## src/rtl/core/heart_rate_and_rmssd_tracker_top_macros.svh

```systemverilog
// assertion macros shared by the tracker rtl
// no dependencies; included inside module bodies
`ifndef HEART_RATE_AND_RMSSD_TRACKER_TOP_MACROS_SVH
`define HEART_RATE_AND_RMSSD_TRACKER_TOP_MACROS_SVH

// same-cycle implication, checked outside reset
`define HRT_ASSERT_NOW(lbl, clk, rst_n, ante, cons) \
    lbl: assert property (@(posedge clk) disable iff (!rst_n) (ante) |-> (cons)) \
        else $error("hrt assertion failed");

// next-cycle implication, checked outside reset
`define HRT_ASSERT_NEXT(lbl, clk, rst_n, ante, cons) \
    lbl: assert property (@(posedge clk) disable iff (!rst_n) (ante) |=> (cons)) \
        else $error("hrt assertion failed");

`endif

```

## src/rtl/core/hrt_pkg.sv

```systemverilog
// shared constants and codes for the heart rate and rmssd tracker
// no dependencies
package hrt_pkg;

    // field widths
    localparam int IR_W     = 18;
    localparam int TIME_W   = 32;
    localparam int RR_W     = 12;
    localparam int EVT_W    = 3;
    localparam int OUT_W    = 16;
    localparam int CFG_W    = 18;
    localparam int CFG_IDX_W = 2;

    // default ring depth
    localparam int RR_DEPTH_DEF = 10;

    // register indexes
    localparam logic [CFG_IDX_W-1:0] CFG_FINGER_THR = 2'd0;
    localparam logic [CFG_IDX_W-1:0] CFG_REFRACTORY = 2'd1;
    localparam logic [CFG_IDX_W-1:0] CFG_RR_UPPER   = 2'd2;

    // register reset values
    localparam logic [IR_W-1:0] FINGER_THR_RST = 18'd10000;
    localparam logic [RR_W-1:0] REFRACTORY_RST = 12'd300;
    localparam logic [RR_W-1:0] RR_UPPER_RST   = 12'd2000;

    // 60000 * 256
    localparam logic [TIME_W-1:0] BPM_NUM_Q8 = 32'd15360000;

    // event codes
    localparam logic [EVT_W-1:0] EVT_NO_FINGER = 3'd0;
    localparam logic [EVT_W-1:0] EVT_NO_BEAT   = 3'd1;
    localparam logic [EVT_W-1:0] EVT_FIRST     = 3'd2;
    localparam logic [EVT_W-1:0] EVT_TOO_FAST  = 3'd3;
    localparam logic [EVT_W-1:0] EVT_MEASURED  = 3'd4;

endpackage

```

## src/rtl/core/heart_rate_and_rmssd_tracker_top.sv

```systemverilog
// heart rate and rmssd tracker: one result beat per sample beat
// depends on hrt_pkg and heart_rate_and_rmssd_tracker_top_macros.svh
//
// channel  | handshake          | payload
// ---------+--------------------+---------------------------------------------
// sample   | i_valid / o_stall  | i_ir_level, i_beat_seen, i_time_ms
// result   | o_valid / i_stall  | o_event_res, o_bpm_q8, o_hrv_valid, o_rmssd_q4
// config   | i_cfg_we           | i_cfg_idx, i_cfg_data
//
// no finger, no beat, first beat and too-fast samples go from evaluation to the output stage
// a measured beat runs the divider for bpm, then, with two or more stored intervals, walks
// the ring, divides again and takes the root; the shared bit-serial divider is D bits wide
// (36 at the default depth of 10)
// reset is synchronous and needs no clearing pass; the ring stays unwritten
// a stalled result waits in the output register; the next sample is taken meanwhile
module heart_rate_and_rmssd_tracker_top #(
    parameter int RR_DEPTH = hrt_pkg::RR_DEPTH_DEF
) (
    input  logic                          i_clk,
    input  logic                          i_rst_n,
    input  logic                          i_cfg_we,
    input  logic [hrt_pkg::CFG_IDX_W-1:0] i_cfg_idx,
    input  logic [hrt_pkg::CFG_W-1:0]     i_cfg_data,
    input  logic                          i_valid,
    output logic                          o_stall,
    input  logic [hrt_pkg::IR_W-1:0]      i_ir_level,
    input  logic                          i_beat_seen,
    input  logic [hrt_pkg::TIME_W-1:0]    i_time_ms,
    output logic                          o_valid,
    input  logic                          i_stall,
    output logic [hrt_pkg::EVT_W-1:0]     o_event_res,
    output logic [hrt_pkg::OUT_W-1:0]     o_bpm_q8,
    output logic                          o_hrv_valid,
    output logic [hrt_pkg::OUT_W-1:0]     o_rmssd_q4
);
    import hrt_pkg::*;

    localparam int PW     = (RR_DEPTH > 1) ? $clog2(RR_DEPTH) : 1;
    localparam int FW     = $clog2(RR_DEPTH + 1);
    localparam int SQ_W   = 2 * RR_W + $clog2(RR_DEPTH);
    localparam int NUM2_W = SQ_W + 8;
    localparam int DN_W0  = (NUM2_W > TIME_W) ? NUM2_W : TIME_W;
    localparam int DN_W   = DN_W0 + (DN_W0 % 2);
    localparam int RT_W   = DN_W / 2;
    localparam int CW     = $clog2(DN_W + 1);

    localparam logic [2:0] ST_IDLE = 3'd0;
    localparam logic [2:0] ST_EVAL = 3'd1;
    localparam logic [2:0] ST_DIV1 = 3'd2;
    localparam logic [2:0] ST_WRD  = 3'd3;
    localparam logic [2:0] ST_WAC  = 3'd4;
    localparam logic [2:0] ST_DIV2 = 3'd5;
    localparam logic [2:0] ST_SQRT = 3'd6;
    localparam logic [2:0] ST_FIN  = 3'd7;

    logic [2:0]        r_state;
    logic [IR_W-1:0]   r_thr;
    logic [RR_W-1:0]   r_refr;
    logic [RR_W-1:0]   r_upper;
    logic [IR_W-1:0]   r_ir;
    logic              r_beat;
    logic [TIME_W-1:0] r_time;
    logic [TIME_W-1:0] r_last;
    logic              r_have;
    logic [PW-1:0]     r_wpos;
    logic [FW-1:0]     r_fill;
    logic [RR_W-1:0]   r_mem [RR_DEPTH];
    logic [PW-1:0]     r_rp;
    logic [RR_W-1:0]   r_rd;
    logic [FW-1:0]     r_k;
    logic [RR_W-1:0]   r_prev;
    logic [SQ_W-1:0]   r_acc;
    logic [DN_W-1:0]   r_dnum;
    logic [TIME_W-1:0] r_dden;
    logic [TIME_W-1:0] r_drem;
    logic [CW-1:0]     r_cnt;
    logic [RT_W+1:0]   r_sqrem;
    logic [RT_W-1:0]   r_root;
    logic [EVT_W-1:0]  r_evt;
    logic [OUT_W-1:0]  r_bpm;
    logic              r_hrv;
    logic [OUT_W-1:0]  r_rmssd;
    logic              r_ovalid;
    logic [EVT_W-1:0]  r_oevt;
    logic [OUT_W-1:0]  r_obpm;
    logic              r_ohrv;
    logic [OUT_W-1:0]  r_ormssd;

    logic [TIME_W-1:0] n_dt;
    logic              n_store;
    logic [TIME_W:0]   n_trial;
    logic              n_ge;
    logic [TIME_W:0]   n_diff;
    logic [TIME_W-1:0] n_drem;
    logic [DN_W-1:0]   n_dnum;
    logic [RT_W+3:0]   n_sqt;
    logic [RT_W+3:0]   n_sqtv;
    logic              n_sqge;
    logic [RT_W+1:0]   n_sqrem;
    logic [RT_W-1:0]   n_root;
    logic [RR_W-1:0]   n_d;
    logic [2*RR_W-1:0] n_sq;
    logic [SQ_W-1:0]   n_acc;
    logic              n_oload;

    // interval and ring window check
    assign n_dt    = r_time - r_last;
    assign n_store = (n_dt > TIME_W'(r_refr)) && (n_dt < TIME_W'(r_upper));

    // one quotient bit per cycle
    assign n_trial = {r_drem, r_dnum[DN_W-1]};
    assign n_ge    = n_trial >= {1'b0, r_dden};
    assign n_diff  = n_trial - {1'b0, r_dden};
    assign n_drem  = n_ge ? n_diff[TIME_W-1:0] : n_trial[TIME_W-1:0];
    assign n_dnum  = {r_dnum[DN_W-2:0], n_ge};

    // one root bit per cycle, two radicand bits shifted in
    assign n_sqt   = {r_sqrem, r_dnum[DN_W-1:DN_W-2]};
    assign n_sqtv  = (RT_W+4)'({r_root, 2'b01});
    assign n_sqge  = n_sqt >= n_sqtv;
    assign n_sqrem = n_sqge ? (RT_W+2)'(n_sqt - n_sqtv) : n_sqt[RT_W+1:0];
    assign n_root  = {r_root[RT_W-2:0], n_sqge};

    // squared successive difference
    assign n_d   = (r_rd >= r_prev) ? (r_rd - r_prev) : (r_prev - r_rd);
    assign n_sq  = n_d * n_d;
    assign n_acc = (r_k == '0) ? r_acc : (r_acc + SQ_W'(n_sq));

    assign n_oload = !r_ovalid || !i_stall;

    // ring write and registered read
    always_ff @(posedge i_clk) begin
        if (r_state == ST_EVAL && r_ir >= r_thr && r_beat
                && r_have && n_dt >= TIME_W'(r_refr) && n_store) begin
            r_mem[r_wpos] <= n_dt[RR_W-1:0];
        end
        r_rd <= r_mem[r_rp];
    end

    // sequencer, datapath and output register
    always_ff @(posedge i_clk) begin
        if (!i_rst_n) begin
            r_state  <= ST_IDLE;
            r_thr    <= FINGER_THR_RST;
            r_refr   <= REFRACTORY_RST;
            r_upper  <= RR_UPPER_RST;
            r_last   <= '0;
            r_have   <= 1'b0;
            r_wpos   <= '0;
            r_fill   <= '0;
            r_ovalid <= 1'b0;
        end else begin
            if (i_cfg_we) begin
                unique case (i_cfg_idx)
                    CFG_FINGER_THR: r_thr   <= i_cfg_data;
                    CFG_REFRACTORY: r_refr  <= i_cfg_data[RR_W-1:0];
                    CFG_RR_UPPER:   r_upper <= i_cfg_data[RR_W-1:0];
                    default: ;
                endcase
            end

            if (r_ovalid && !i_stall && r_state != ST_FIN) begin
                r_ovalid <= 1'b0;
            end

            unique case (r_state)
                ST_IDLE: begin
                    if (i_valid) begin
                        r_ir    <= i_ir_level;
                        r_beat  <= i_beat_seen;
                        r_time  <= i_time_ms;
                        r_state <= ST_EVAL;
                    end
                end
                ST_EVAL: begin
                    r_bpm   <= '0;
                    r_hrv   <= 1'b0;
                    r_rmssd <= '0;
                    priority if (r_ir < r_thr) begin
                        r_evt   <= EVT_NO_FINGER;
                        r_last  <= '0;
                        r_have  <= 1'b0;
                        r_wpos  <= '0;
                        r_fill  <= '0;
                        r_state <= ST_FIN;
                    end else if (!r_beat) begin
                        r_evt   <= EVT_NO_BEAT;
                        r_state <= ST_FIN;
                    end else if (!r_have) begin
                        r_evt   <= EVT_FIRST;
                        r_have  <= 1'b1;
                        r_last  <= r_time;
                        r_state <= ST_FIN;
                    end else if (n_dt < TIME_W'(r_refr)) begin
                        r_evt   <= EVT_TOO_FAST;
                        r_state <= ST_FIN;
                    end else begin
                        r_evt   <= EVT_MEASURED;
                        r_last  <= r_time;
                        r_dnum  <= DN_W'(BPM_NUM_Q8 + (n_dt >> 1));
                        r_dden  <= n_dt;
                        r_drem  <= '0;
                        r_cnt   <= '0;
                        if (n_store) begin
                            r_wpos <= (r_wpos == PW'(RR_DEPTH - 1)) ? '0 : r_wpos + 1'b1;
                            if (r_fill < FW'(RR_DEPTH)) begin
                                r_fill <= r_fill + 1'b1;
                            end
                        end
                        r_state <= ST_DIV1;
                    end
                end
                ST_DIV1: begin
                    r_dnum <= n_dnum;
                    r_drem <= n_drem;
                    r_cnt  <= r_cnt + 1'b1;
                    if (r_cnt == CW'(DN_W - 1)) begin
                        r_bpm <= (|n_dnum[DN_W-1:OUT_W]) ? '1 : n_dnum[OUT_W-1:0];
                        r_rp  <= (r_fill < FW'(RR_DEPTH)) ? '0 : r_wpos;
                        r_k   <= '0;
                        r_acc <= '0;
                        r_state <= (r_fill >= FW'(2)) ? ST_WRD : ST_FIN;
                    end
                end
                ST_WRD: begin
                    r_state <= ST_WAC;
                end
                ST_WAC: begin
                    r_prev <= r_rd;
                    r_acc  <= n_acc;
                    r_k    <= r_k + 1'b1;
                    r_rp   <= (r_rp == PW'(RR_DEPTH - 1)) ? '0 : r_rp + 1'b1;
                    if (r_k == r_fill - 1'b1) begin
                        r_dnum  <= DN_W'({n_acc, 8'b0});
                        r_dden  <= TIME_W'(r_fill - 1'b1);
                        r_drem  <= '0;
                        r_cnt   <= '0;
                        r_state <= ST_DIV2;
                    end else begin
                        r_state <= ST_WRD;
                    end
                end
                ST_DIV2: begin
                    r_dnum <= n_dnum;
                    r_drem <= n_drem;
                    r_cnt  <= r_cnt + 1'b1;
                    if (r_cnt == CW'(DN_W - 1)) begin
                        r_sqrem <= '0;
                        r_root  <= '0;
                        r_cnt   <= '0;
                        r_state <= ST_SQRT;
                    end
                end
                ST_SQRT: begin
                    r_dnum  <= {r_dnum[DN_W-3:0], 2'b00};
                    r_sqrem <= n_sqrem;
                    r_root  <= n_root;
                    r_cnt   <= r_cnt + 1'b1;
                    if (r_cnt == CW'(RT_W - 1)) begin
                        r_rmssd <= (|n_root[RT_W-1:OUT_W]) ? '1 : n_root[OUT_W-1:0];
                        r_hrv   <= 1'b1;
                        r_state <= ST_FIN;
                    end
                end
                ST_FIN: begin
                    if (n_oload) begin
                        r_ovalid <= 1'b1;
                        r_oevt   <= r_evt;
                        r_obpm   <= r_bpm;
                        r_ohrv   <= r_hrv;
                        r_ormssd <= r_rmssd;
                        r_state  <= ST_IDLE;
                    end
                end
                default: r_state <= ST_IDLE;
            endcase
        end
    end

    assign o_stall     = (r_state != ST_IDLE);
    assign o_valid     = r_ovalid;
    assign o_event_res = r_oevt;
    assign o_bpm_q8    = r_obpm;
    assign o_hrv_valid = r_ohrv;
    assign o_rmssd_q4  = r_ormssd;

    `include "heart_rate_and_rmssd_tracker_top_macros.svh"

    `HRT_ASSERT_NOW(a_fill_bound, i_clk, i_rst_n, 1'b1, r_fill <= FW'(RR_DEPTH))
    `HRT_ASSERT_NEXT(a_accept_eval, i_clk, i_rst_n, i_valid && !o_stall, r_state == ST_EVAL)
    `HRT_ASSERT_NOW(a_hrv_measured, i_clk, i_rst_n, o_valid && o_hrv_valid, o_event_res == EVT_MEASURED)
    `HRT_ASSERT_NOW(a_bpm_idle, i_clk, i_rst_n, o_valid && o_event_res != EVT_MEASURED, o_bpm_q8 == '0 && !o_hrv_valid)

endmodule

```

## config.mk

```make
export PLATFORM = sky130hd
export DESIGN_NAME = heart_rate_and_rmssd_tracker_top
export DESIGN_NICKNAME = d
export VERILOG_FILES = /design/src/rtl/core/hrt_pkg.sv /design/src/rtl/core/heart_rate_and_rmssd_tracker_top.sv
export VERILOG_INCLUDE_DIRS = /design/src /design/src/rtl/core
export SDC_FILE = /design/constraint.sdc
export NUM_CORES = 1
export LEC_CHECK = 0
export BUFFER_PORTS_ARGS = -buffer_cell sky130_fd_sc_hd__buf_2
export CAP_MARGIN = 20
export CORE_UTILIZATION = 55
export CTS_CLUSTER_SIZE = 25
export DETAILED_ROUTE_END_ITERATION = 10
export PLACE_DENSITY = 0.71
export SETUP_SLACK_MARGIN = 0.2
export SLEW_MARGIN = 20
export SYNTH_ARGS = -nofsm -noshare
export SYNTH_HDL_FRONTEND = slang
export SYNTH_SLANG_ARGS = --single-unit
```

## constraint.sdc

```tcl
create_clock -name i_clk -period 9 [get_ports i_clk]
set_input_delay 1.8 -clock i_clk [delete_from_list [all_inputs] [get_ports i_clk]]
set_output_delay 1.8 -clock i_clk [all_outputs]
set_load 0.005 [all_outputs]
```

==> out/metrics.yaml <==
setup_path:
  slowest_stage: "fa_1"
  slowest_delay_ns: 0.55
  cp.required_ns: 9.37
  endpoint_kind: "flop"
  crit_arrival_ns: 8.77
  crit_fanout: 14
  startpoint_type: "flop"
  critPathKind: "flop to flop"
global_route:
  grt_use_total_pct: 27.1
  grt_pass1_vias: 25100
  gr-total-overflow: 0
  grt_max_degree: 82
  grt_first_pass_wirelength_um: 135000
  antenna_found_initial: 1
synth:
  synth_area_leader_cell: "edfxtp_1"
  synth.top_cell.area_share_pct: 38.6
  synth_area_um2: 33800
  synth.top_cells.by_count: "435 x edfxtp_1, 403 x inv_1, 322 x nand2_1, 247 x nor2_1, 220 x ha_1"
  syn-num-nets: 3706
  syn-mean-instance-area_um2: 10.2
  synth_cell_types: 97
  synth.most_common_cell: "edfxtp_1"
  yosys_warnings: 0
  synth_area_leaders: "edfxtp_1 39%, ha_1 8.1%, fa_1 6.1%"
  syn_inst: 3307
  synth_edf_count: 435
  dominantRegCellSynth: "edfxtp_1"
  ys_ff_latch: 534
  yosysSeqAreaShare_pct: 44.5
  async_reset_ff_share_pct: 0
cts:
  hold_buffers: 0
  clkLatencyLatePin_ns: 0.64
  path_clk_slew_ns: 0.06
  cts_buffers: 58
  cts.sinks: 534
  htreeDepth: 2
  cts_buffer_depth: 3
  root_buffer: "clkbuf_16"
  cts_tree: "built"
route:
  post-route-drc-count: 0
  drt_iter0_drc: 2146
  wl_per_cell_um: 19.9
  routed_wl_um: 84300
  vias: 25200
  postRouteAntennaNets: 0
  drtPass1Iterations: 5
  vias_per_cell: 5.95
layout:
  drive_gt1_share_pct: 11.6
  nFillCells: 4906
  area_growth_pct: 11.0
  n_antenna_cell: 0
  nets: 3802
  final_core_util_pct: 62.0
min_path:
  hp-class: "flop to flop"
timing:
  finalHoldViolCount: 0
  clock-skew-final_ns: 0.0363
  final.min_clock_period_ns: 8.40
  setup_viol: 0
  fmax_ghz: 0.119
  rsz0062_at_grt: "true"
  worst_pin_slew_ns: 1.12
  final.setup.worst_slack_ns: 0.605
  slew_viol_final: 0
  setup-tns-final_ns: 0
  finalCritPeriodShare_pct: 93.3
  timing.slew.headroom_pct: 25.4
floorplanning:
  initial_core_util_pct: 55.8
  dieWidth_um: 250
  io-pin-count: 114
  row_count: 90
  die_area_um2: 62500
  core-area_um2: 60600
  die_height_um: 250
outcome:
  status: "finished, final reports clean"
job:
  drv_cap: 0
placed_design:
  port_buffers: 113
  dp_hpwl_um: 60100
  gp_congestion: 0.924
  pre_cts_slack_ns: 0.294
-- layout make-up --
type	count	area [um2]	area share [%]
clock inverter	32	365	0.973
tap	782	978	2.61
inverter	405	1520	4.06
multi-input combinational	2231	17000	45.3
timing repair buffer	173	1050	2.81
clock buffer	78	1580	4.20
sequential	534	15000	40.1
-- worst max-delay path, delay by kind of cell, from the launching register on --
family / cells / cell delay, ns
AND/OR/NAND/NOR: 6 / 1.12
adder cells (fa/ha/maj): 8 / 3.31
buffers and inverters: 11 / 1.12
AO/OA/AOI/OAI: 12 / 2.13
XOR/XNOR: 1 / 0.15
flip-flops: 1 / 0.32
-- flip-flops by register name, summed over array words and instances, names as in the netlist, 20 cells and up --
name	flops
r_last	32
r_drem	32
r_time	32
r_mem	120
r_acc	28
r_dnum	36
r_sqrem	20
r_dden	32
-- metal layers --
metal	up-vias	part of all wire, %	GRT usage, %
li1	12000	-	-
met1	12300	44	37.2
met2	805	47	44.8
met3	145	6.2	3.17
met4	2	3.0	8.92
met5	-	0.015	0
-- metrics by stage --
stage               std cells  cell area, um2  hold slack (ns)
finish                   4235           37500            0.414
detailed placement       4120           35500            0.405
global route             4235           37500            0.422
global placement         4120           35500            0.404
floorplan                3307           33800            0.400
CTS                      4230           37400            0.416
-- what timing repair did --
item | in CTS | in global routing
buffers inserted | 0 | 4
endpoints found under the setup margin | 0 | 24
resized for setup | 0 | 14
-- logic make-up after synthesis --
logic type	Yosys count	share of synthesized area [%]
buf+inv	542	6.15
compound gates	735	14.9
simple gates	978	13.9
mux	76	3.15
xor+xnor	119	3.15
flops	534	44.5
fa+ha+maj	323	14.2
-- cell usage in the layout, fill, tap and decap left out, types with 31 or more instances in the layout --
master	count
o21a_1	36
o211ai_1	34
fa_1	103
o21ai_0	124
a211oi_1	31
or3_1	78
clkbuf_16	58
xnor2_1	76
a21o_1	58
nand3_1	46
edfxtp_1	435
nand4_1	34
nand2b_1	31
o22a_1	32
buf_4	57
xor2_1	39
and2_1	34
mux2i_1	49
ha_1	220
nor3_1	42
nor2_1	242
dfxtp_1	99
a21oi_1	197
buf_2	113
inv_1	402
nand2_1	321
-- final timing paths --
check                           cells after the start          end  slack (ns)  startpoint
worst min register to register                      0  o_bpm_q8[2]        0.41    r_bpm[2]
worst max register to register                     38   r_dnum[32]        0.60     r_rd[0]
worst max-delay path                               38   r_dnum[32]        0.60     r_rd[0]
worst min-delay path                                0  o_bpm_q8[2]        0.41    r_bpm[2]
Power is left out: the tool's default activity adds up to more than one toggle a clock period on the data nets, which glitch-free logic cannot reach.
